===== config.mk =====
export PLATFORM = sky130hd
export DESIGN_NAME = pmbe_queue
export DESIGN_NICKNAME = d
export VERILOG_FILES = /design/src/rtl/core/pmbe_pkg.sv /design/src/rtl/core/pmbe_queue.sv
export VERILOG_INCLUDE_DIRS = /design/src /design/src/rtl/core
export SDC_FILE = /design/constraint.sdc
export NUM_CORES = 1
export LEC_CHECK = 0
export ABC_AREA = 1
export BUFFER_PORTS_ARGS = -buffer_cell sky130_fd_sc_hd__buf_2
export CAP_MARGIN = 20
export CORE_MARGIN = 3
export CORE_UTILIZATION = 46
export DETAILED_ROUTE_END_ITERATION = 10
export GPL_ROUTABILITY_DRIVEN = 0
export PLACE_DENSITY_LB_ADDON = 0.2
export SLEW_MARGIN = 25
export SYNTH_ARGS = -nofsm -noshare
export SYNTH_HDL_FRONTEND = slang
export SYNTH_SLANG_ARGS = --single-unit

===== constraint.sdc =====
create_clock -name clock -period 6.2 [get_ports clock]
set_input_delay 0 -clock clock [delete_from_list [all_inputs] [get_ports clock]]
set_output_delay 0 -clock clock [all_outputs]
set_load 0.01 [all_outputs]

===== src/rtl/core/assert_macros.svh =====
// assertion macros shared by the rtl files
// no dependencies
`ifndef ASSERT_MACROS_SVH
`define ASSERT_MACROS_SVH

// plain property checked at every clock edge outside reset
`define PMBE_ASSERT(lbl, clk, rst, prop, msg) \
   lbl: assert property (@(posedge clk) disable iff (rst) (prop)) else $error(msg);

// same-cycle implication
`define PMBE_ASSERT_IMP(lbl, clk, rst, ante, cons, msg) \
   lbl: assert property (@(posedge clk) disable iff (rst) (ante) |-> (cons)) else $error(msg);

// next-cycle implication
`define PMBE_ASSERT_NXT(lbl, clk, rst, ante, cons, msg) \
   lbl: assert property (@(posedge clk) disable iff (rst) (ante) |=> (cons)) else $error(msg);

`endif


===== src/rtl/core/pmbe_pkg.sv =====
// types, constants and helpers of the pixel mask bitmap engine
// no dependencies
`timescale 1ns / 1ps
package pmbe_pkg;
   localparam int MAX_ROWS    = 256;
   localparam int MAX_COLS    = 256;
   localparam int WORD_BITS   = 32;
   localparam int MASK_DEPTH  = (MAX_ROWS * MAX_COLS + WORD_BITS - 1) / WORD_BITS;
   localparam int ADDR_BITS   = $clog2(MASK_DEPTH);
   localparam int PIX_BITS    = $clog2(MAX_ROWS * MAX_COLS);
   localparam int ROW_BITS    = $clog2(MAX_ROWS);
   localparam int COL_BITS    = $clog2(MAX_COLS);
   localparam int DIM_BITS    = 9;
   localparam int QUEUE_DEPTH = 2;
   localparam int CSR_IDX_BITS = 1;

   localparam logic [CSR_IDX_BITS-1:0] REG_NUM_ROWS = 1'd0;
   localparam logic [CSR_IDX_BITS-1:0] REG_NUM_COLS = 1'd1;

   localparam logic [1:0] COP_ASSIGN = 2'd0;
   localparam logic [1:0] COP_AND    = 2'd1;
   localparam logic [1:0] COP_OR     = 2'd2;
   localparam logic [1:0] COP_XOR    = 2'd3;

   typedef enum logic [3:0] {
      ACT_CLEAR_ALL = 4'd0,
      ACT_FILL_ALL  = 4'd1,
      ACT_CLR_PIX   = 4'd2,
      ACT_SET_PIX   = 4'd3,
      ACT_INVERT    = 4'd4,
      ACT_RECOMPUTE = 4'd5,
      ACT_COMBINE   = 4'd6,
      ACT_ADD_RECT  = 4'd7,
      ACT_READ      = 4'd8
   } action_type;

   typedef enum logic [3:0] {
      BK_NONE, BK_CLEAR, BK_FILL, BK_INVERT, BK_RECOMP,
      BK_PIXCLR, BK_PIXSET, BK_COMBINE, BK_RECT
   } bop_type;

   typedef struct packed {
      logic [DIM_BITS-1:0]  rows;
      logic [DIM_BITS-1:0]  cols;
      logic [ADDR_BITS:0]   words;
   } cfg_type;

   typedef struct packed {
      bop_type               op;
      logic                  recomp;
      logic                  ign;
      logic                  word_in;
      logic                  pix_in;
      logic                  row_in;
      logic                  col_in;
      logic [7:0]            prow;
      logic [7:0]            pcol;
      logic [8:0]            rh;
      logic [8:0]            rw;
      logic [PIX_BITS-1:0]   k;
      logic [ADDR_BITS-1:0]  widx;
      logic [WORD_BITS-1:0]  wdata;
      logic [1:0]            cop;
   } cmd_type;

   function automatic logic [DIM_BITS-1:0] clamp_dim(input logic [DIM_BITS-1:0] v,
                                                    input logic [DIM_BITS-1:0] lim);
      if (v == '0) return DIM_BITS'(1);
      if (v > lim) return lim;
      return v;
   endfunction
endpackage


===== src/rtl/core/pmbe_queue.sv =====
// short command queue between decode and execution
// depends on pmbe_pkg and assert_macros.svh
`timescale 1ns / 1ps
`include "assert_macros.svh"
module pmbe_queue (
   input  logic              clock,
   input  logic              reset,
   input  logic              push,
   input  pmbe_pkg::cmd_type push_cmd,
   input  logic              pop,
   output pmbe_pkg::cmd_type head,
   output logic              full,
   output logic              empty
);
   import pmbe_pkg::*;

   localparam int PTR_BITS = (QUEUE_DEPTH > 1) ? $clog2(QUEUE_DEPTH) : 1;

   cmd_type                   slot_ff [QUEUE_DEPTH];
   logic [PTR_BITS-1:0]       wr_ptr_ff, rd_ptr_ff;
   logic [PTR_BITS:0]         cnt_ff;

   function automatic logic [PTR_BITS-1:0] bump(input logic [PTR_BITS-1:0] p);
      if (p == PTR_BITS'(QUEUE_DEPTH - 1)) return '0;
      return p + 1'b1;
   endfunction

   assign full  = cnt_ff == (PTR_BITS + 1)'(QUEUE_DEPTH);
   assign empty = cnt_ff == '0;
   assign head  = slot_ff[rd_ptr_ff];

   always_ff @(posedge clock) begin
      if (push) slot_ff[wr_ptr_ff] <= push_cmd;
   end

   always_ff @(posedge clock) begin
      if (reset) begin
         wr_ptr_ff <= '0;
         rd_ptr_ff <= '0;
         cnt_ff    <= '0;
      end else begin
         if (push) wr_ptr_ff <= bump(wr_ptr_ff);
         if (pop) rd_ptr_ff <= bump(rd_ptr_ff);
         cnt_ff <= cnt_ff + (PTR_BITS + 1)'(push) - (PTR_BITS + 1)'(pop);
      end
   end

   `PMBE_ASSERT(a_cnt_bound, clock, reset, cnt_ff <= (PTR_BITS + 1)'(QUEUE_DEPTH), "queue overfilled")
   `PMBE_ASSERT_IMP(a_no_pop_empty, clock, reset, pop, !empty, "pop from empty queue")
   `PMBE_ASSERT_IMP(a_no_push_full, clock, reset, push, !full, "push into full queue")
endmodule


==> impl_results.md, run 1 <==
* Ant. Diodes at 0
* Critical Path Sink Type: primary output
* Yosys warnings at 0
* Final TNS setup at 0 ns
* Vias in the first global route at between 4000 and 5000
* Core area at between 15000 and 20000 µm²
* Critical path class: reg2out
* Initial antenna violation count at 0
* Wire length per cell at around 17 µm
* CTS sink cnt at 215
* Share of cells above drive strength 1 at 0.506
* Area growth, synth to finish at 38.5%
* Largest net degree at the start of global routing at 68
* Overflow left after global routing at 0
* Hpwl dp at ~9.4 mm
* H-tree depth at 1
* Critical path arrival at ~2.8 ns
* Setup WS post-layout at around 3.4 ns
* Setup-failing EPs final at 0
* Netlist cell types at 16
* Top Ports at 216
* Clk pin slew, worst setup/hold paths at around 0.060 ns
* Die Y at between 100 and 150 µm
* Place WS at between 3 and 4 ns
* DR iter-0 viols at around 300
* VDD IR-drop max at between 200 and 250 µV
* Unrepaired setup endpoints after global routing: false
* First-pass GRT wire length at 25.4 mm
* TritonCTS clock tree: built
* # rows at 47
* First-pass detailed-route iteration total at 6
* Reg area at ~6400 µm²
* Final hold violation count at 0
* Status: completed
* Slew Viols, Final at 0
* Sequential fraction of the synthesis area at 0.796
* Post-Route WL at ~16 mm
* Placed cell count at just under 800
* Fill cells at roughly 1200
* Count of buffers from port buffering at between 200 and 250
* Final min period at ~2.8 ns
* Leakage power at ~4.4 nW
* Gr usage total at 0.163
* Die Wd at 138 µm
* Worst slew pin tran at 1.03 ns
* CTS Buffer Depth at 3
* Cell Area, Synth at slightly above 8000 µm²
* Total of max-cap violations at 0
* CP Launch Type: register
* CTS Root Cell: clkbuf_16
* Critical path peak fanout at between 50 and 60
* Final clock skew at around 0.013 ns
* Syn Nets at 469
* Clk_lat worst skew at between 0.4 and 0.5 ns
* DRT antenna net count at 0
* CTS Buf Count at 22
* Drt via density at 4.76
* Hold crit path type: in2reg
* Mapped Cells at around 360
* Post-CTS Setup Inserts at 0
* Final Instance Area at approximately 11000 µm²
* Die area at around 19000 µm²
* Final core area utilization at 0.661
* Mapped Avg Cell Area at around 22 µm²
* Fin cells at between 900 and 1000
* CTS resizes at 0
* Fmax at ~360 MHz
* DRC at 0
* Reg2Reg Setup Slack at between 4 and 5 ns
* Yosys reg bits at around 220
* DR vias at roughly 4400
* Layout net count at 809
* Multi-input gate area at 1470 µm²
* Rel. slew slack at 0.314
* Starting density of the core at 0.477
* Crit path required time at 6.20 ns
* PD cells at 311 nW/µm²
* Period Utilization, post-route at 0.451
* Dpl cell area at between 9000 and 10000 µm²
==> layout by cell type, fill, tap and decap left out, drive strengths merged <==
| master | instances |
|---|---|
| a21oi | 1 |
| buf | 219 |
| bufinv | 3 |
| clkbuf | 29 |
| clkinv | 6 |
| clkinvlp | 1 |
| dfxtp | 5 |
| dlygate4sd3 | 109 |
| edfxtp | 210 |
| ha | 2 |
| inv | 8 |
| mux2 | 105 |
| nand2 | 4 |
| nand3 | 1 |
| nor2 | 8 |
| nor3 | 1 |
| xnor2 | 1 |
==> per-layer routing <==
layer	track usage	share of wire	vias up
li1	-	-	2082
met1	0.199	0.40	2170
met2	0.289	0.52	169
met3	0.0452	0.074	20
met4	0.0385	0.013	0
met5	0	0	-
==> synthesized netlist by cell type <==
library cell	n	share of area
a21oi_1	1	0.00062
mux2_4	50	0.093
edfxtp_1	210	0.78
xnor2_1	1	0.0011
inv_1	8	0.0037
nand3_1	1	0.00062
dfxtp_1	5	0.012
ha_1	2	0.0031
nor3_1	1	0.00062
buf_2	5	0.0031
nand2_1	4	0.0019
mux2_2	55	0.077
nor2_1	8	0.0037
buf_8	1	0.0019
buf_6	1	0.0014
buf_12	5	0.012
==> cell type report <==
| class | count | share of cell area |
|---|---|---|
| clock inverter | 10 | 0.0111 |
| multi-input combinational | 123 | 0.132 |
| inverter | 8 | 0.00292 |
| sequential | 215 | 0.575 |
| tap | 220 | 0.0247 |
| timing repair buffer | 328 | 0.197 |
| clock buffer | 29 | 0.0572 |
==> flip-flops by register name (all words and copies together) (netlist names), named ones only <==
name,flops
cnt_ff,2
rd_ptr_ff,1
slot_ff,210
wr_ptr_ff,1
==> logic make-up (layout without fill, tap and decap cells) <==
kind of cell | count (synthesis) | after routing | synth area share
adders and majority gates | 2 | 2 | 0.00311
buffers and inverters | 20 | 375 | 0.0225
xor gates and xnor gates | 1 | 1 | 0.00109
muxes | 105 | 105 | 0.170
and+or+nand+nor | 14 | 14 | 0.00684
AOI/OAI and AO/OA | 1 | 1 | 0.000621
DFF | 215 | 215 | 0.796
==> report_power, final <==
group	leakage (nW)	total, mW	internal [mW]	switching [mW]
combinational	1.99	0.398	0.217	0.180
clock	0.374	1.36	0.845	0.513
sequential	2.01	1.72	1.68	0.0323
total	4.37	3.47	2.75	0.726
==> per-stage QoR <==
stage,power [mW],hold WS (ns)
floorplan,1.96,0.0712
global placement,2.08,0.187
detailed placement,2.09,0.192
CTS,3.51,0.207
global route,3.62,0.215
finish,3.47,0.233
==> worst paths after layout <==
kind / startpoint / to / cells after the start
worst max-delay path: register / head[94] / 3
worst min-delay path: push_cmd[102] / slot_ff[1][102]$_DFFE_PP_ / 2
worst max register to register: wr_ptr_ff$_SDFFE_PP0P_ / slot_ff[1][2]$_DFFE_PP_ / 3
worst min register to register: rd_ptr_ff$_SDFFE_PP0P_ / rd_ptr_ff$_SDFFE_PP0P_ / 2
==> repair_timing <==
item,4_1_cts,5_1_grt
hold buffers,109,0
endpoints found under the hold margin,215,0
setup endpoints to repair,0,0
==> critical path, stage by stage (launching register included) <==
cell,delay (ns)
dfxtp_4,0.77
buf_4,0.86
mux2_2,0.43
buf_2,0.14
No activity file was read; power rests on OpenSTA's default activity.
==> inputs of run 2 (changes only) <==
- ABC_AREA: 1 -> 0
- clock period: 6.2 -> 2.65 ns (I/O delays scaled with it)
==> run 2 against run 1 <==
  * Clock skew is 0.0065 ns higher
  * Routed wire length is 3.2% higher
  * Global-route usage is 0.73 points higher
  * Sequential power is 140% higher
  * Largest cell class unchanged
==> impl_results.md, run 2 <==
* Internal power at roughly 6.3 mW
* Drt via density at roughly 4.8
* Final clock skew at 0.0200 ns
* Number of synthesized flops with an enable pin at 210
* Combinational share of power at 0.128
* Fill cells at 1191
* Count leader, synth: edfxtp_1
* Max reg flops at 210
* DRT antenna net count at 0
* Post-CTS Setup Inserts at 0
* Clock network power share at 0.366
* Critical path arrival at ~2.1 ns
* H-tree depth at 1
* Top flop regs: slot_ff: 210 flops, cnt_ff: 2 flops
* Crit path required time at 2.65 ns
* Post-synth top area share at 0.788
* Vias in the first global route at approximately 4700
* # rows at between 40 and 50
* DR iter-0 viols at about 220
* Gr usage total at 0.170
* Core area at between 15000 and 20000 µm²
* Clk pin slew, worst setup/hold paths at about 0.060 ns
* Hpwl dp at approximately 10 mm
* DRC at 0
* Final min period at ~2.0 ns
* Yosys reg bits at 215
* Critical path peak fanout at 40
* Sequential share of power at 0.506
* Ant. Diodes at 0
* First-pass detailed-route iteration total at 4
* Cell type with the largest total area after synthesis: edfxtp_1
* Total of max-cap violations at 0
* Slew Viols, Final at 0
* CTS sink cnt at around 220
* DR vias at around 4400
* Leakage power at between 4 and 5 nW
* CTS Buffer Depth at 3
* Largest Register: slot_ff
* Multi-input gate area at roughly 1500 µm²
* Unrepaired setup endpoints after global routing: false
* Critical Path Sink Type: primary output
* PD cells at just over 700 nW/µm²
* Rel. slew slack at 0.652
* Wire length per cell at between 15 and 20 µm
* Share of cells above drive strength 1 at 0.513
* Hold slack at about 0.22 ns
* Worst slew pin tran at between 0.5 and 0.6 ns
* Count of buffers from port buffering at around 220
* Layout net count at between 800 and 900
* Commonest cells in the netlist: edfxtp_1 (210), mux2_2 (55), mux2_4 (50), buf_6 (6)
* Critical path class: reg2out
* Fmax at ~490 MHz
* Post-Route WL at roughly 17 mm
* Starting density of the core at 0.476
* Sw Pwr at 1.72 mW
* Yosys warnings at 0
* Netlist cell types at 14
* Async S/R FF share, synth at 0
* Die Wd at approximately 140 µm
* First-pass GRT wire length at ~25 mm
* Sw Ratio at 0.216
* Period Utilization, post-route at 0.773
* Clk_lat worst skew at approximately 0.49 ns
* Status: completed
* Mapped Avg Cell Area at between 20 and 25 µm²
* Die area at 19000 µm²
* Area contributors post-synth: edfxtp_1 (79%), mux2_4 (9.4%), mux2_2 (7.7%), dfxtp_1 (1.3%), buf_6 (0.84%)
* Overflow left after global routing at 0
* Final hold violation count at 0
* Sequential fraction of the synthesis area at 0.801
* Initial antenna violation count at 0
* VDD IR-drop max at 859 µV
* Syn Nets at ~460
* Mapped Cells at approximately 350
* CTS Buf Count at 22
* Hold crit path type: in2reg
* TritonCTS clock tree: built
* Largest net degree at the start of global routing at 41
* Most frequent cells in the layout: buf_2 (215), edfxtp_1 (210), dlygate4sd3_1 (108), mux2_2 (55), mux2_4 (50)
* Area growth, synth to finish at 39.1%
* Setup-failing EPs final at 0
* Die Y at roughly 140 µm
* CP Launch Type: register
* Ys flop type: edfxtp_1
* Top Ports at approximately 220
* Reg area at between 6000 and 7000 µm²
* Commonest non-fill, non-tap cell in the layout: buf_2
* Cell Area, Synth at between 8000 and 9000 µm²
* CTS resizes at 0
* Final TNS setup at 0 ns
* CTS Root Cell: clkbuf_16
-- run 2: kinds of logic after synthesis --
family,share of synthesized area
DFF,0.801
muxes,0.171
buffers and inverters,0.0144
and+or+nand+nor,0.00547
xor gates and xnor gates,0.00500
adders and majority gates,0.00313
-- run 2: area by class of cell --
cell class,count,area share
Sequential cell,215,0.576
Timing Repair Buffer,332,0.203
Multi-Input combinational cell,119,0.134
Clock buffer,24,0.0521
Tap cell,220,0.0247
Clock inverter,12,0.00922
Inverter,2,0.000675
-- run 2: worst max-delay path: stages, from the launching register on --
cell and delay, ns:
dfxtp_4 0.65, buf_12 0.32, mux2_2 0.40, buf_2 0.15
-- run 2: per-stage QoR --
| step | instances | cell area [µm²] | power, mW | worst slack (ns) | utilization |
|---|---|---|---|---|---|
| after detailed placement | 780 | 9360 | 5.02 | 0.941 | 0.557 |
| after global placement | 780 | 9360 | 4.99 | 1.02 | 0.557 |
| final | 924 | 11100 | 8.00 | 0.601 | 0.662 |
| after floorplan | 348 | 8010 | 4.64 | 0.326 | - |
| after CTS | 924 | 11100 | 8.08 | 0.574 | 0.662 |
| after global routing | 924 | 11100 | 8.30 | 0.502 | 0.662 |
-- run 2: layer usage --
metal | up-vias | GRT usage | wire length (µm)
met4 | 0 | 0.0362 | 234
met1 | 2175 | 0.213 | 6660
met3 | 23 | 0.0519 | 1310
li1 | 2068 | - | -
met5 | - | 0 | 0
met2 | 165 | 0.295 | 8420
-- run 2: power groups by stage --
| stage | Sequential (mW) | Clock [mW] | Combinational (mW) |
|---|---|---|---|
| floorplan | 4.09 | 0 | 0.554 |
| global placement | 4.10 | 0 | 0.884 |
| detailed placement | 4.12 | 0 | 0.902 |
| CTS | 4.04 | 3.01 | 1.03 |
| global route | 4.07 | 3.13 | 1.10 |
| finish | 4.05 | 2.93 | 1.02 |
-- run 2: repair_timing --
| action | CTS | global route |
|---|---|---|
| endpoints found under the setup margin | 0 | 0 |
| hold buffers | 108 | 0 |
| hold endpoints to repair | 215 | 0 |
-- run 2: path summary, 6_finish.rpt --
path	startpoint	endpoint	slack, ns	cells after the start
worst max-delay path	register	head[18]	0.60	3
worst min-delay path	push_cmd[23]	slot_ff[0][23]$_DFFE_PP_	0.22	2
worst max register to register	wr_ptr_ff$_SDFFE_PP0P_	slot_ff[0][47]$_DFFE_PP_	0.99	2
worst min register to register	rd_ptr_ff$_SDFFE_PP0P_	rd_ptr_ff$_SDFFE_PP0P_	0.54	2
==> inputs of run 3 (changes only) <==
- clock period: 2.65 -> 1.77 ns (I/O delays scaled with it)
==> run 3 against run 2 <==
  * Critical path depth stayed put
  * Worst setup slack worse by 0.56 ns
  * Hold slack better by 0.0055 ns
  * First-iteration DRC count fell by 1.8%
  * Sequential share of layout area fell by 0.36 points
  * Combinational power rose by 55%
  * Global-route usage is 0.64 points lower
  * Total power grew 49%
  * Non-clock buffer count unchanged
  * Register-to-register slack lost 0.53 ns
  * Cell count up 0.43%
  * Largest power group unchanged
==> impl_results.md, run 3 (synthesis results as in run 2) <==
* CTS Buf Count at 22
* Final hold violation count at 0
* Overflow left after global routing at 0
* DRT antenna net count at 0
* First-pass detailed-route iteration total at 4
* Core area at around 17000 µm²
* DR vias at about 4400
* CTS sink cnt at between 200 and 250
* CTS Root Cell: clkbuf_16
* Crit path required time at 1.77 ns
* Final min period at ~1.7 ns
* Max reg flops at 210
* H-tree depth at 1
* Rel. slew slack at 0.782
* Delay of the slowest cell on the worst path at between 0.3 and 0.4 ns
* Fmax at slightly below 600 MHz
* Final TNS setup at 0 ns
* Placed cell count at roughly 780
* Starting density of the core at 0.476
* Leakage power at between 4 and 5 nW
* Final clock skew at 0.00530 ns
* CP Launch Type: register
* Status: completed
* Commonest non-fill, non-tap cell in the layout: buf_2
* DRC at 0
* Initial antenna violation count at 0
* Critical path peak fanout at 48
* Die Wd at around 140 µm
* Total power at roughly 12 mW
* Most frequent cells in the layout: buf_2 (215), edfxtp_1 (210), dlygate4sd3_1 (109), mux2_2 (55), mux2_4 (50)
* Drt via density at around 4.7
* Largest Register: slot_ff
* Top flop regs: slot_ff: 210 flops, cnt_ff: 2 flops
* Slew Viols, Final at 0
* Critical path class: reg2out
* Hpwl dp at roughly 9.4 mm
* Worst slew pin tran at between 0.3 and 0.4 ns
* VDD IR-drop max at ~860 µV
* Top Ports at 216
* Die Y at approximately 140 µm
* Critical path arrival at ~1.7 ns
* Hold crit path type: in2reg
* CP max stage cell: dfxtp_4
* Count of buffers from port buffering at 215
* Area growth, synth to finish at 40.0%
* Fin cells at approximately 930
* Unrepaired setup endpoints after global routing: true
* Wire length per cell at 17.5 µm
* Dpl cell area at ~9400 µm²
* Clk_lat worst skew at a little under 0.5 ns
* Share of cells above drive strength 1 at 0.512
* Final Instance Area at 11200 µm²
* Final core area utilization at 0.666
* PD cells at between 1000 and 1500 nW/µm²
* Vias in the first global route at 4718
* CTS Buffer Depth at 3
* Clk pin slew, worst setup/hold paths at around 0.06 ns
* Gr usage total at 0.164
* TritonCTS clock tree: built
* Largest net degree at the start of global routing at between 50 and 60
* Setup-failing EPs final at 0
* First-pass GRT wire length at 24.2 mm
* Crit path cell chain: buf_12 > mux2_2 > buf_2
* Critical Path Sink Type: primary output
* DR iter-0 viols at around 210
* Die area at roughly 19000 µm²
* # rows at between 40 and 50
* Layout net count at 803
* Total of max-cap violations at 0
* Post-Route WL at 16.2 mm
* Period Utilization, post-route at 0.978
==> run 3: through the flow <==
stage / setup WS [ns] / hold WS [ns]
final: 0.0390 / 0.229
after global routing: -0.0209 / 0.216
after CTS: 0.0254 / 0.208
after detailed placement: 0.471 / 0.191
after global placement: 0.494 / 0.188
after floorplan: -0.536 / 0.0650
==> run 3: worst max-delay path: cells and delay by family, from the launching register on <==
family | cells | cell delay (ns)
buffers and inverters | 2 | 0.42
multiplexers | 1 | 0.38
flip-flops | 1 | 0.39
==> run 3: area by class of cell <==
type | count | area (µm²)
Fill cell | 1154 | 5620
Clock inverter | 12 | 83.8
Multi-Input combinational cell | 119 | 1490
Clock buffer | 27 | 601
Tap cell | 220 | 275
Inverter | 2 | 7.51
Timing Repair Buffer | 332 | 2330
Sequential cell | 215 | 6410
Antenna cell | 1 | 2.50
==> run 3: final timing paths <==
check | from | endpoint | slack (ns) | depth (start not counted)
setup / recovery | register | head[35] | 0.04 | 3
hold / removal | push_cmd[27] | slot_ff[1][27]$_DFFE_PP_ | 0.23 | 2
setup reg to reg | wr_ptr_ff$_SDFFE_PP0P_ | slot_ff[1][91]$_DFFE_PP_ | 0.46 | 2
hold reg to reg | rd_ptr_ff$_SDFFE_PP0P_ | rd_ptr_ff$_SDFFE_PP0P_ | 0.53 | 2
==> run 3: what timing repair did <==
action,in CTS,in global routing
hold buffers,109,0
gates resized for setup,0,0
endpoints found under the setup margin,0,13
setup buffers,0,0
endpoints found under the hold margin,215,0
==> run 3: routing by layer <==
metal | global-route usage | share of wire | routed length [µm] | vias up
met2 | 0.278 | 0.49 | 7920 | 200
met5 | 0 | 0 | 0 | -
met1 | 0.199 | 0.39 | 6410 | 2094
li1 | - | - | - | 2069
met3 | 0.0588 | 0.10 | 1630 | 28
met4 | 0.0456 | 0.018 | 293 | 0
==> run 3: power by group <==
part	internal [mW]	switching [mW]
Combinational	0.855	0.727
Clock	2.55	1.78
Sequential	5.94	0.0846
Total	9.34	2.59
