<file path="config.mk">
export PLATFORM = sky130hd
export DESIGN_NAME = pmbe_front_flat
export DESIGN_NICKNAME = d
export VERILOG_FILES = /design/src/rtl/core/assert_macros.svh /design/src/rtl/core/pmbe_pkg.sv /design/src/rtl/core/pmbe_if.sv /design/src/rtl/core/pmbe_front.sv /design/src/flat_wrapper.sv
export SDC_FILE = /design/constraint.sdc
export NUM_CORES = 1
export LEC_CHECK = 0
export BUFFER_PORTS_ARGS = -buffer_cell sky130_fd_sc_hd__clkbuf_2
export CORE_UTILIZATION = 45
export CTS_CLUSTER_DIAMETER = 120
export DETAILED_ROUTE_END_ITERATION = 8
export GPL_TIMING_DRIVEN = 0
export PLACE_DENSITY = 0.77
export SLEW_MARGIN = 10
export SYNTH_ARGS = -nofsm -noshare
export SYNTH_HDL_FRONTEND = slang
export SYNTH_SLANG_ARGS = --single-unit
</file>
<file path="constraint.sdc">
create_clock -name clock -period 10.4 [get_ports clock]
set_input_delay 2.08 -clock clock [delete_from_list [all_inputs] [get_ports clock]]
set_output_delay 2.08 -clock clock [all_outputs]
set_load 0.05 [all_outputs]
</file>
<file path="src/rtl/core/assert_macros.svh">
// assertion macros shared by the rtl files
// no dependencies
`ifndef ASSERT_MACROS_SVH
`define ASSERT_MACROS_SVH

// plain property checked at every clock edge outside reset
`define PMBE_ASSERT(lbl, clk, rst, prop, msg) \
   lbl: assert property (@(posedge clk) disable iff (rst) (prop)) else $error(msg);

// same-cycle implication
`define PMBE_ASSERT_IMP(lbl, clk, rst, ante, cons, msg) \
   lbl: assert property (@(posedge clk) disable iff (rst) (ante) |-> (cons)) else $error(msg);

// next-cycle implication
`define PMBE_ASSERT_NXT(lbl, clk, rst, ante, cons, msg) \
   lbl: assert property (@(posedge clk) disable iff (rst) (ante) |=> (cons)) else $error(msg);

`endif

</file>
<file path="src/rtl/core/pmbe_pkg.sv">
// types, constants and helpers of the pixel mask bitmap engine
// no dependencies
`timescale 1ns / 1ps
package pmbe_pkg;
   localparam int MAX_ROWS    = 256;
   localparam int MAX_COLS    = 256;
   localparam int WORD_BITS   = 32;
   localparam int MASK_DEPTH  = (MAX_ROWS * MAX_COLS + WORD_BITS - 1) / WORD_BITS;
   localparam int ADDR_BITS   = $clog2(MASK_DEPTH);
   localparam int PIX_BITS    = $clog2(MAX_ROWS * MAX_COLS);
   localparam int ROW_BITS    = $clog2(MAX_ROWS);
   localparam int COL_BITS    = $clog2(MAX_COLS);
   localparam int DIM_BITS    = 9;
   localparam int QUEUE_DEPTH = 2;
   localparam int CSR_IDX_BITS = 1;

   localparam logic [CSR_IDX_BITS-1:0] REG_NUM_ROWS = 1'd0;
   localparam logic [CSR_IDX_BITS-1:0] REG_NUM_COLS = 1'd1;

   localparam logic [1:0] COP_ASSIGN = 2'd0;
   localparam logic [1:0] COP_AND    = 2'd1;
   localparam logic [1:0] COP_OR     = 2'd2;
   localparam logic [1:0] COP_XOR    = 2'd3;

   typedef enum logic [3:0] {
      ACT_CLEAR_ALL = 4'd0,
      ACT_FILL_ALL  = 4'd1,
      ACT_CLR_PIX   = 4'd2,
      ACT_SET_PIX   = 4'd3,
      ACT_INVERT    = 4'd4,
      ACT_RECOMPUTE = 4'd5,
      ACT_COMBINE   = 4'd6,
      ACT_ADD_RECT  = 4'd7,
      ACT_READ      = 4'd8
   } action_type;

   typedef enum logic [3:0] {
      BK_NONE, BK_CLEAR, BK_FILL, BK_INVERT, BK_RECOMP,
      BK_PIXCLR, BK_PIXSET, BK_COMBINE, BK_RECT
   } bop_type;

   typedef struct packed {
      logic [DIM_BITS-1:0]  rows;
      logic [DIM_BITS-1:0]  cols;
      logic [ADDR_BITS:0]   words;
   } cfg_type;

   typedef struct packed {
      bop_type               op;
      logic                  recomp;
      logic                  ign;
      logic                  word_in;
      logic                  pix_in;
      logic                  row_in;
      logic                  col_in;
      logic [7:0]            prow;
      logic [7:0]            pcol;
      logic [8:0]            rh;
      logic [8:0]            rw;
      logic [PIX_BITS-1:0]   k;
      logic [ADDR_BITS-1:0]  widx;
      logic [WORD_BITS-1:0]  wdata;
      logic [1:0]            cop;
   } cmd_type;

   function automatic logic [DIM_BITS-1:0] clamp_dim(input logic [DIM_BITS-1:0] v,
                                                    input logic [DIM_BITS-1:0] lim);
      if (v == '0) return DIM_BITS'(1);
      if (v > lim) return lim;
      return v;
   endfunction
endpackage

</file>
<file path="src/rtl/core/pmbe_if.sv">
// request and response channel interfaces
// depends on pmbe_pkg
`timescale 1ns / 1ps
interface pmbe_req_if;
   import pmbe_pkg::*;
   logic                  valid;
   logic                  ready;
   logic [3:0]            action;
   logic [7:0]            pixel_row;
   logic [7:0]            pixel_col;
   logic [8:0]            rect_height;
   logic [8:0]            rect_width;
   logic [ADDR_BITS-1:0]  word_index;
   logic [WORD_BITS-1:0]  word_data;
   logic [1:0]            combine_op;
   logic [8:0]            operand_rows;
   logic [8:0]            operand_cols;
   logic                  last;
   modport source (output valid, action, pixel_row, pixel_col, rect_height, rect_width,
                   word_index, word_data, combine_op, operand_rows, operand_cols, last,
                   input ready);
   modport sink (input valid, action, pixel_row, pixel_col, rect_height, rect_width,
                 word_index, word_data, combine_op, operand_rows, operand_cols, last,
                 output ready);
endinterface


</file>
<file path="src/rtl/core/pmbe_front.sv">
// front end: size registers, request decode and range checks
// depends on pmbe_pkg and pmbe_if
`timescale 1ns / 1ps
module pmbe_front (
   input  logic                             clock,
   input  logic                             reset,
   pmbe_req_if.sink                         req_ch,
   input  logic                             csr_valid,
   output logic                             csr_ready,
   input  logic [pmbe_pkg::CSR_IDX_BITS-1:0] csr_index,
   input  logic [pmbe_pkg::DIM_BITS-1:0]    csr_data,
   input  logic                             init_done,
   input  logic                             q_full,
   output logic                             push,
   output pmbe_pkg::cmd_type                push_cmd,
   output pmbe_pkg::cfg_type                cfg
);
   import pmbe_pkg::*;

   localparam logic [DIM_BITS-1:0] ROWS_LIM = DIM_BITS'(MAX_ROWS);
   localparam logic [DIM_BITS-1:0] COLS_LIM = DIM_BITS'(MAX_COLS);

   logic [DIM_BITS-1:0]   rows_ff, cols_ff;
   logic [2*DIM_BITS-1:0] area;
   logic                  size_ok, rect_fit, rect_empty;
   cmd_type               c;

   assign csr_ready = 1'b1;

   always_ff @(posedge clock) begin
      if (reset) begin
         rows_ff <= ROWS_LIM;
         cols_ff <= COLS_LIM;
      end else if (csr_valid) begin
         if (csr_index == REG_NUM_ROWS) rows_ff <= clamp_dim(csr_data, ROWS_LIM);
         if (csr_index == REG_NUM_COLS) cols_ff <= clamp_dim(csr_data, COLS_LIM);
      end
   end

   assign area       = rows_ff * cols_ff;
   assign cfg.rows   = rows_ff;
   assign cfg.cols   = cols_ff;
   assign cfg.words  = (ADDR_BITS + 1)'((area + (2*DIM_BITS)'(WORD_BITS - 1)) >> 5);

   assign size_ok    = (req_ch.operand_rows == rows_ff) && (req_ch.operand_cols == cols_ff);
   assign rect_fit   = ((10'(req_ch.pixel_row) + 10'(req_ch.rect_height)) <= 10'(rows_ff)) &&
                       ((10'(req_ch.pixel_col) + 10'(req_ch.rect_width)) <= 10'(cols_ff));
   assign rect_empty = (req_ch.rect_height == '0) || (req_ch.rect_width == '0);

   always_comb begin
      c         = '0;
      c.prow    = req_ch.pixel_row;
      c.pcol    = req_ch.pixel_col;
      c.rh      = req_ch.rect_height;
      c.rw      = req_ch.rect_width;
      c.widx    = req_ch.word_index;
      c.wdata   = req_ch.word_data;
      c.cop     = req_ch.combine_op;
      c.row_in  = DIM_BITS'(req_ch.pixel_row) < rows_ff;
      c.col_in  = DIM_BITS'(req_ch.pixel_col) < cols_ff;
      c.pix_in  = c.row_in && c.col_in;
      c.word_in = (ADDR_BITS + 1)'(req_ch.word_index) < cfg.words;
      c.k       = PIX_BITS'(req_ch.pixel_row * cols_ff + (2*DIM_BITS)'(req_ch.pixel_col));
      c.op      = BK_NONE;
      unique case (req_ch.action)
         ACT_CLEAR_ALL: c.op = BK_CLEAR;
         ACT_FILL_ALL:  c.op = BK_FILL;
         ACT_CLR_PIX: begin
            if (c.pix_in) c.op = BK_PIXCLR;
            else c.ign = 1'b1;
         end
         ACT_SET_PIX: begin
            if (c.pix_in) c.op = BK_PIXSET;
            else c.ign = 1'b1;
         end
         ACT_INVERT:    c.op = BK_INVERT;
         ACT_RECOMPUTE: c.op = BK_RECOMP;
         ACT_COMBINE: begin
            if (!size_ok) begin
               c.ign = 1'b1;
            end else if (c.word_in) begin
               c.op     = BK_COMBINE;
               c.recomp = req_ch.last;
            end else begin
               c.ign = 1'b1;
               if (req_ch.last) c.op = BK_RECOMP;
            end
         end
         ACT_ADD_RECT: begin
            if (!rect_fit) c.ign = 1'b1;
            else if (!rect_empty) c.op = BK_RECT;
         end
         ACT_READ: c.ign = !c.word_in;
         default:  c.ign = 1'b1;
      endcase
   end

   assign req_ch.ready = init_done && !q_full;
   assign push         = req_ch.valid && req_ch.ready;
   assign push_cmd     = c;
endmodule

</file>
<file path="src/flat_wrapper.sv">
// flat-port wrapper written by rule: the top's interface ports become plain ports
module pmbe_front_flat import pmbe_pkg::*;
  (clock, reset, csr_valid, csr_ready, csr_index, csr_data, init_done, q_full, push, push_cmd, cfg, req_ch_valid, req_ch_action, req_ch_pixel_row, req_ch_pixel_col, req_ch_rect_height, req_ch_rect_width, req_ch_word_index, req_ch_word_data, req_ch_combine_op, req_ch_operand_rows, req_ch_operand_cols, req_ch_last, req_ch_ready);
  pmbe_req_if req_ch_i ();
  input  logic clock;
  input  logic reset;
  input  logic csr_valid;
  output logic csr_ready;
  input  logic [pmbe_pkg::CSR_IDX_BITS-1:0] csr_index;
  input  logic [pmbe_pkg::DIM_BITS-1:0] csr_data;
  input  logic init_done;
  input  logic q_full;
  output logic push;
  output pmbe_pkg::cmd_type push_cmd;
  output pmbe_pkg::cfg_type cfg;
  input wire logic [$bits(req_ch_i.valid)-1:0] req_ch_valid;
  input wire logic [$bits(req_ch_i.action)-1:0] req_ch_action;
  input wire logic [$bits(req_ch_i.pixel_row)-1:0] req_ch_pixel_row;
  input wire logic [$bits(req_ch_i.pixel_col)-1:0] req_ch_pixel_col;
  input wire logic [$bits(req_ch_i.rect_height)-1:0] req_ch_rect_height;
  input wire logic [$bits(req_ch_i.rect_width)-1:0] req_ch_rect_width;
  input wire logic [$bits(req_ch_i.word_index)-1:0] req_ch_word_index;
  input wire logic [$bits(req_ch_i.word_data)-1:0] req_ch_word_data;
  input wire logic [$bits(req_ch_i.combine_op)-1:0] req_ch_combine_op;
  input wire logic [$bits(req_ch_i.operand_rows)-1:0] req_ch_operand_rows;
  input wire logic [$bits(req_ch_i.operand_cols)-1:0] req_ch_operand_cols;
  input wire logic [$bits(req_ch_i.last)-1:0] req_ch_last;
  output wire logic [$bits(req_ch_i.ready)-1:0] req_ch_ready;
  assign req_ch_i.valid = req_ch_valid;
  assign req_ch_i.action = req_ch_action;
  assign req_ch_i.pixel_row = req_ch_pixel_row;
  assign req_ch_i.pixel_col = req_ch_pixel_col;
  assign req_ch_i.rect_height = req_ch_rect_height;
  assign req_ch_i.rect_width = req_ch_rect_width;
  assign req_ch_i.word_index = req_ch_word_index;
  assign req_ch_i.word_data = req_ch_word_data;
  assign req_ch_i.combine_op = req_ch_combine_op;
  assign req_ch_i.operand_rows = req_ch_operand_rows;
  assign req_ch_i.operand_cols = req_ch_operand_cols;
  assign req_ch_i.last = req_ch_last;
  assign req_ch_ready = req_ch_i.ready;
  pmbe_front u_core (.clock(clock), .reset(reset), .req_ch(req_ch_i), .csr_valid(csr_valid), .csr_ready(csr_ready), .csr_index(csr_index), .csr_data(csr_data), .init_done(init_done), .q_full(q_full), .push(push), .push_cmd(push_cmd), .cfg(cfg));
endmodule
</file>
==> flow_metrics.env, run 1 <==
export IMPL_status="complete, but fails checks"
export IMPL_violations="DRC"
export IMPL_rsz0062_at_grt="false"
export IMPL_synth_edf_count=0
export IMPL_setup_viol=0
export IMPL_cts_sinks=18
export IMPL_crit_start="u_core.cols_ff[0]"
export IMPL_hp_class="reg2reg"
export IMPL_gr_total_overflow=0
export IMPL_area_delta_synth_final_pct=17.1
export IMPL_cts_buffer_depth=2
export IMPL_cp_max_fo=10
export IMPL_htree_levels=1
export IMPL_max_slew_margin_pct=56.0
export IMPL_ys_ff_latch=18
export IMPL_cts_repair_resized=0
export IMPL_synth_most_common_cell="inv_1"
export IMPL_diodes=0
export IMPL_ys_types=60
export IMPL_final_max_slew_violation_count=0
export IMPL_cts_tree="yes"
export IMPL_drtAntennaViolNets=0
export IMPL_dp_cells=1478
export IMPL_cp_required_ps=8320
export IMPL_antenna_found_initial=0
export IMPL_dr_total_vias=7820
export IMPL_grt_pass1_wl_um=36100
export IMPL_portBuffers=215
export IMPL_dieArea_um2=19200
export IMPL_cts_clk_slew_worst_paths_ps=50
export IMPL_initial_core_util_pct=46.4
export IMPL_worst_slew_pin_transition_ps=659
export IMPL_instances_no_fill=1481
export IMPL_grtUsageTotal_pct=23.0
export IMPL_fp_dieW_um=139
export IMPL_cap_violations=0
export IMPL_row_count=49
export IMPL_rr_startpoint="u_core.cols_ff[0]"
export IMPL_crit_end="push_cmd[102]"
export IMPL_hold_violations=0
export IMPL_yosys_area_top_type="fa_1"
export IMPL_worstSetupPathType="reg2out"
export IMPL_wire_per_inst_um=14.8
export IMPL_pin_count=256
export IMPL_ys_flop_type="dfxtp_1"
export IMPL_post_cts_buffers=0
export IMPL_yosys_top_cells_count="145 x inv_1, 143 x ha_1, 110 x nand2_1"
export IMPL_insertion_delay_ps=250
export IMPL_die_h_um=139
export IMPL_yosys_warnings=0
export IMPL_skew_ps=0
export IMPL_drive_gt1_share_pct=24.8
export IMPL_worstRegToRegCells=3
export IMPL_numCtsBuffers=3
export IMPL_hpwlAfterDp_um=18700
export IMPL_p_per_area_nw_per_um2=62.8
export IMPL_fin_crit_ps=9790
export IMPL_rrSetupSlack_ps=8900
export IMPL_reg2reg_to="u_core.cols_ff[0]"
export IMPL_synth_area_leaders="fa_1 24%, ha_1 21%, buf_4 7.2%, inv_1 6.5%, nand2_1 4.9%"
export IMPL_leakagePower_nw=5.37
export IMPL_drc_errors=31
export IMPL_synth_top_cell_area_share_pct=23.9
export IMPL_syn_num_nets=1395
export IMPL_viasPerCell=5.28
export IMPL_firstDrtPassIters=7
export IMPL_ir_worst_vdd_mv=0.0575
export IMPL_wl_um=21900
export IMPL_setup_tns_ps=0
export IMPL_grt_pass1_vias=7612
export IMPL_async_flop_share_pct=0
export IMPL_max_freq_mhz=102
export IMPL_root_buffer="clkbuf_16"
export IMPL_routabilityCongestion=0.895
export IMPL_postCtsHoldBufs=0
export IMPL_cp_data_arrival_time_ps=7710
export IMPL_syn_area_um2=8380
export IMPL_synth_avg_cell_area_um2=8.11
export IMPL_yosysSeqAreaShare_pct=4.30
export IMPL_core_um2=18100
export IMPL_final_nets=1615
export IMPL_drt_initial_drc_count=436
export IMPL_period_share_pct=94.2
export IMPL_end_kind="output pin"
export IMPL_grt_max_degree=13
export IMPL_synth_cells=1034
export IMPL_start_kind="flop"
-- flip-flops by register name, indices dropped and copies added (netlist names) --
signal / cells
u_core.rows_ff: 9
u_core.cols_ff: 9
-- cell families after synthesis --
kind of cell,Yosys count,share of synthesized area (%)
flip-flops,18,4.30
AND/OR/NAND/NOR,316,17.9
AO/OA/AOI/OAI,133,10.8
XOR/XNOR,62,6.48
other,1,0.0447
buffers and inverters,261,15.3
adder cells (fa/ha/maj),243,45.2
-- worst min path at each step --
stage | startpoint | to | slack (ps) | cells after the start
6_report | u_core.cols_ff[4] | u_core.cols_ff[4] | 620 | 2
3_5_place_dp | u_core.cols_ff[4] | u_core.cols_ff[4] | 600 | 2
4_1_cts | u_core.cols_ff[4] | u_core.cols_ff[4] | 610 | 2
3_3_place_gp | u_core.cols_ff[3] | u_core.cols_ff[3] | 590 | 2
2_1_floorplan | u_core.rows_ff[1] | u_core.rows_ff[1] | 720 | 2
5_1_grt | u_core.rows_ff[2] | u_core.rows_ff[2] | 630 | 2
-- layout by cell type, fill, tap and decap left out, types with 5 or more instances in the layout --
cell type	n
a21o_1	14
a21oi_1	46
a31oi_1	6
and2_1	37
and3_1	6
buf_4	80
clkbuf_1	26
clkbuf_2	215
clkinv_1	5
dfxtp_1	18
fa_1	100
ha_1	143
inv_1	145
nand2_1	110
nand3_1	11
nand3b_1	7
nand4_1	7
nor2_1	85
nor2b_1	10
nor3_1	11
nor3b_1	7
nor4_1	7
o21a_1	8
o21ai_0	17
o21bai_1	6
xnor2_1	47
xor2_1	15
-- metal layers --
metal / track usage, % / vias up / routed length, um
met5: 0 / - / 0
li1: - / 3721 / -
met4: 7.63 / 0 / 635
met3: 1.97 / 51 / 1620
met2: 39.6 / 314 / 10500
met1: 30.5 / 3734 / 9130
-- per-stage QoR --
step / utilization (%) / hold WS [ps] / total power [mW] / worst slack, ps / instance area (um^2)
after floorplan: - / 723 / 0.432 / 482 / 8380
after global placement: 53.9 / 592 / 0.532 / 1050 / 9750
after detailed placement: 53.9 / 604 / 0.540 / 940 / 9750
after CTS: 54.3 / 611 / 0.618 / 653 / 9820
after global routing: 54.3 / 630 / 0.663 / 207 / 9820
final: 54.3 / 622 / 0.617 / 606 / 9820
-- power by group --
group	switching [mW]	internal [mW]
clock	0.0254	0.0506
sequential	0.00558	0.0714
combinational	0.307	0.157
-- critical path, stage by stage, from the launching register on --
cell and delay, ps:
dfxtp_1 520, clkbuf_1 560, clkbuf_1 530, nand2_1 150, fa_1 500, inv_1 50
fa_1 490, inv_1 50, fa_1 470, inv_1 60, fa_1 470, ha_1 310
ha_1 340, a21oi_1 220, o21ai_1 150, a21oi_1 250, o21bai_1 140, a21oi_2 210
xor2_1 160, ha_1 270, a21oi_1 140, nand2_1 60, a31oi_1 180, a21oi_1 130
o311ai_4 460, nand2b_4 100, a31oi_1 180, clkbuf_2 300
-- layout make-up --
type / count / area (um^2)
fill: 1699 / 8260
timing repair buffer: 215 / 1080
buffer: 110 / 713
multi-input combinational: 755 / 6740
tap: 229 / 287
inverter: 151 / 567
clock buffer: 3 / 75.1
sequential: 18 / 360
(Power assumes the default switching activity.)
==> run 2, diff against run 1 <==
--- a/config.mk
+++ b/config.mk
@@ -5,6 +5,7 @@
 export SDC_FILE = /design/constraint.sdc
 export NUM_CORES = 1
 export LEC_CHECK = 0
+export ABC_AREA = 1
 export BUFFER_PORTS_ARGS = -buffer_cell sky130_fd_sc_hd__clkbuf_2
 export CORE_UTILIZATION = 45
 export CTS_CLUSTER_DIAMETER = 120
==> run 2 against run 1 <==
Compared with the run above: the flow now finishes without violations; critical path depth is 6 higher; first-iteration DRC count rose by 2.1%; flip-flop and latch count unchanged; via count is 6.2% higher; critical path type unchanged; critical endpoint is now push_cmd[100].
==> flow_metrics.env, run 2 <==
export IMPL_status="completed"
export IMPL_die_h_um=142
export IMPL_firstDrtPassIters=6
export IMPL_drt_initial_drc_count=445
export IMPL_cp_required_ps=8320
export IMPL_hpwlAfterDp_um=19400
export IMPL_yosysSeqAreaShare_pct=4.09
export IMPL_initial_core_util_pct=46.5
export IMPL_setup_tns_ps=0
export IMPL_synth_area_leaders="fa_1 23%, ha_1 20%, inv_1 13%, nand2_1 11%, buf_4 6.8%"
export IMPL_dr_total_vias=8303
export IMPL_core_um2=19000
export IMPL_ir_worst_vdd_mv=0.324
export IMPL_worst_slew_pin_transition_ps=724
export IMPL_htree_levels=1
export IMPL_multi_input_area_um2=6560
export IMPL_cap_violations=0
export IMPL_portBuffers=220
export IMPL_skew_ps=0
export IMPL_synth_edf_count=0
export IMPL_ys_ff_latch=18
export IMPL_fp_dieW_um=142
export IMPL_hp_class="reg2reg"
export IMPL_dp_cells=1722
export IMPL_instances_no_fill=1726
export IMPL_syn_area_um2=8810
export IMPL_synth_most_common_cell="inv_1"
export IMPL_yosys_top_cells_count="298 x inv_1, 266 x nand2_1, 143 x ha_1"
export IMPL_routabilityCongestion=0.935
export IMPL_cpMostUsedCell="nand2_1"
export IMPL_p_per_area_nw_per_um2=101
export IMPL_ys_flop_type="dfxtp_1"
export IMPL_ys_types=41
export IMPL_antenna_found_initial=0
export IMPL_final_cell_area_um2=10300
export IMPL_max_slew_margin_pct=51.8
export IMPL_hold_violations=0
export IMPL_grt_pass1_wl_um=37600
export IMPL_setup_viol=0
export IMPL_period_share_pct=89.3
export IMPL_root_buffer="clkbuf_16"
export IMPL_final_nets=1828
export IMPL_diodes=0
export IMPL_cp_slowest_cell="clkbuf_1"
export IMPL_fin_crit_ps=9290
export IMPL_insertion_delay_ps=250
export IMPL_end_kind="output pin"
export IMPL_final_max_slew_violation_count=0
export IMPL_synth_top_cell_area_share_pct=22.7
export IMPL_ff_latch_area_um2=360
export IMPL_viasPerCell=4.81
export IMPL_layout_commonest_cell="inv_1"
export IMPL_grtUsageTotal_pct=23.1
export IMPL_cts_buffer_depth=2
export IMPL_wl_um=22300
export IMPL_cts_tree="yes"
export IMPL_cp_max_fo=10
export IMPL_postCtsHoldBufs=0
export IMPL_synth_cells=1242
export IMPL_synth_avg_cell_area_um2=7.10
export IMPL_cts_clk_slew_worst_paths_ps=50
export IMPL_area_delta_synth_final_pct=17.2
export IMPL_drive_gt1_share_pct=22.8
export IMPL_cts_repair_resized=0
export IMPL_start_kind="flop"
export IMPL_fill_cells=1834
export IMPL_wire_per_inst_um=12.9
export IMPL_leakagePower_nw=6.53
export IMPL_dieArea_um2=20100
export IMPL_post_cts_buffers=0
export IMPL_pin_count=256
export IMPL_async_flop_share_pct=0
export IMPL_syn_num_nets=1603
export IMPL_largest_registers="u_core.cols_ff x9, u_core.rows_ff x9"
export IMPL_placed_area_um2=10200
export IMPL_numCtsBuffers=3
export IMPL_gr_total_overflow=0
export IMPL_yosys_area_top_type="fa_1"
export IMPL_yosys_warnings=0
export IMPL_max_freq_mhz=108
export IMPL_cpPeakStageDelay_ps=590
export IMPL_grt_max_degree=11
export IMPL_drc_errors=0
export IMPL_cts_sinks=18
export IMPL_p_total_mw=1.04
export IMPL_final_cell_mix="298 x inv_1, 266 x nand2_1, 220 x clkbuf_2, 143 x ha_1, 100 x fa_1"
export IMPL_hold_ws_ps=640
export IMPL_cp_data_arrival_time_ps=7210
export IMPL_rsz0062_at_grt="false"
export IMPL_grt_pass1_vias=8000
export IMPL_row_count=50
export IMPL_worstSetupPathType="reg2out"
export IMPL_drtAntennaViolNets=0
==> run 2: cell count changes after synthesis, sizes merged, moves of 18 or more <==
| cell | change |
|---|---|
| nand2 | +161 |
| inv | +155 |
| nor2 | -48 |
| and2 | -36 |
| xnor2 | -33 |
| nand3 | +24 |
| xor2 | +24 |
| o21ai | +22 |
| a21oi | +18 |
==> run 2: cells by family after synthesis <==
family,Yosys count,share of synthesized area (%)
AO/OA/AOI/OAI,127,7.85
XOR/XNOR,53,5.44
adder cells (fa/ha/maj),243,43.0
buffers and inverters,419,21.4
flip-flops,18,4.09
other,1,0.0426
AND/OR/NAND/NOR,381,18.1
==> run 2: worst max-delay path, delay by kind of cell (launching register included) <==
family | cells | cell delay, ps
adders and majority gates | 7 | 2970
buffers and inverters | 9 | 1770
and+or+nand+nor | 13 | 1250
AOI/OAI and AO/OA | 3 | 440
DFF | 1 | 320
xor gates and xnor gates | 1 | 190
==> run 2: final cells by class <==
type	count	area share [%]
repair buffers	220	10.7
plain buffers	118	7.34
inverters	301	10.9
clock buffers	4	0.860
flip-flops and latches	18	3.49
multi-input cells	805	63.6
well taps	260	3.15
==> run 2: final timing paths <==
path / start / to / slack (ps) / depth (start not counted)
hold / removal: u_core.rows_ff[7] / u_core.rows_ff[7] / 640 / 2
setup reg to reg: u_core.cols_ff[3] / u_core.cols_ff[3] / 9090 / 3
hold reg to reg: u_core.rows_ff[7] / u_core.rows_ff[7] / 640 / 2
setup / recovery: u_core.cols_ff[2] / push_cmd[100] / 1110 / 33
==> run 2: power by group <==
group / switching, mW / internal (mW)
registers: 0.00468 / 0.0735
logic: 0.609 / 0.266
clock network: 0.0279 / 0.0586
==> run 2: through the flow <==
step | setup WS [ps] | util (%)
global placement | 1530 | 54.0
CTS | 1170 | 54.5
detailed placement | 1450 | 54.0
global route | 703 | 54.5
finish | 1110 | 54.5
floorplan | 886 | -
==> run 2: per-layer routing <==
layer | track usage [%] | up-vias | routed length, um
met1 | 30.7 | 3822 | 9740
li1 | - | 4149 | -
met5 | 0 | - | 0
met3 | 1.62 | 36 | 1510
met2 | 40.5 | 296 | 10500
met4 | 6.34 | 0 | 553
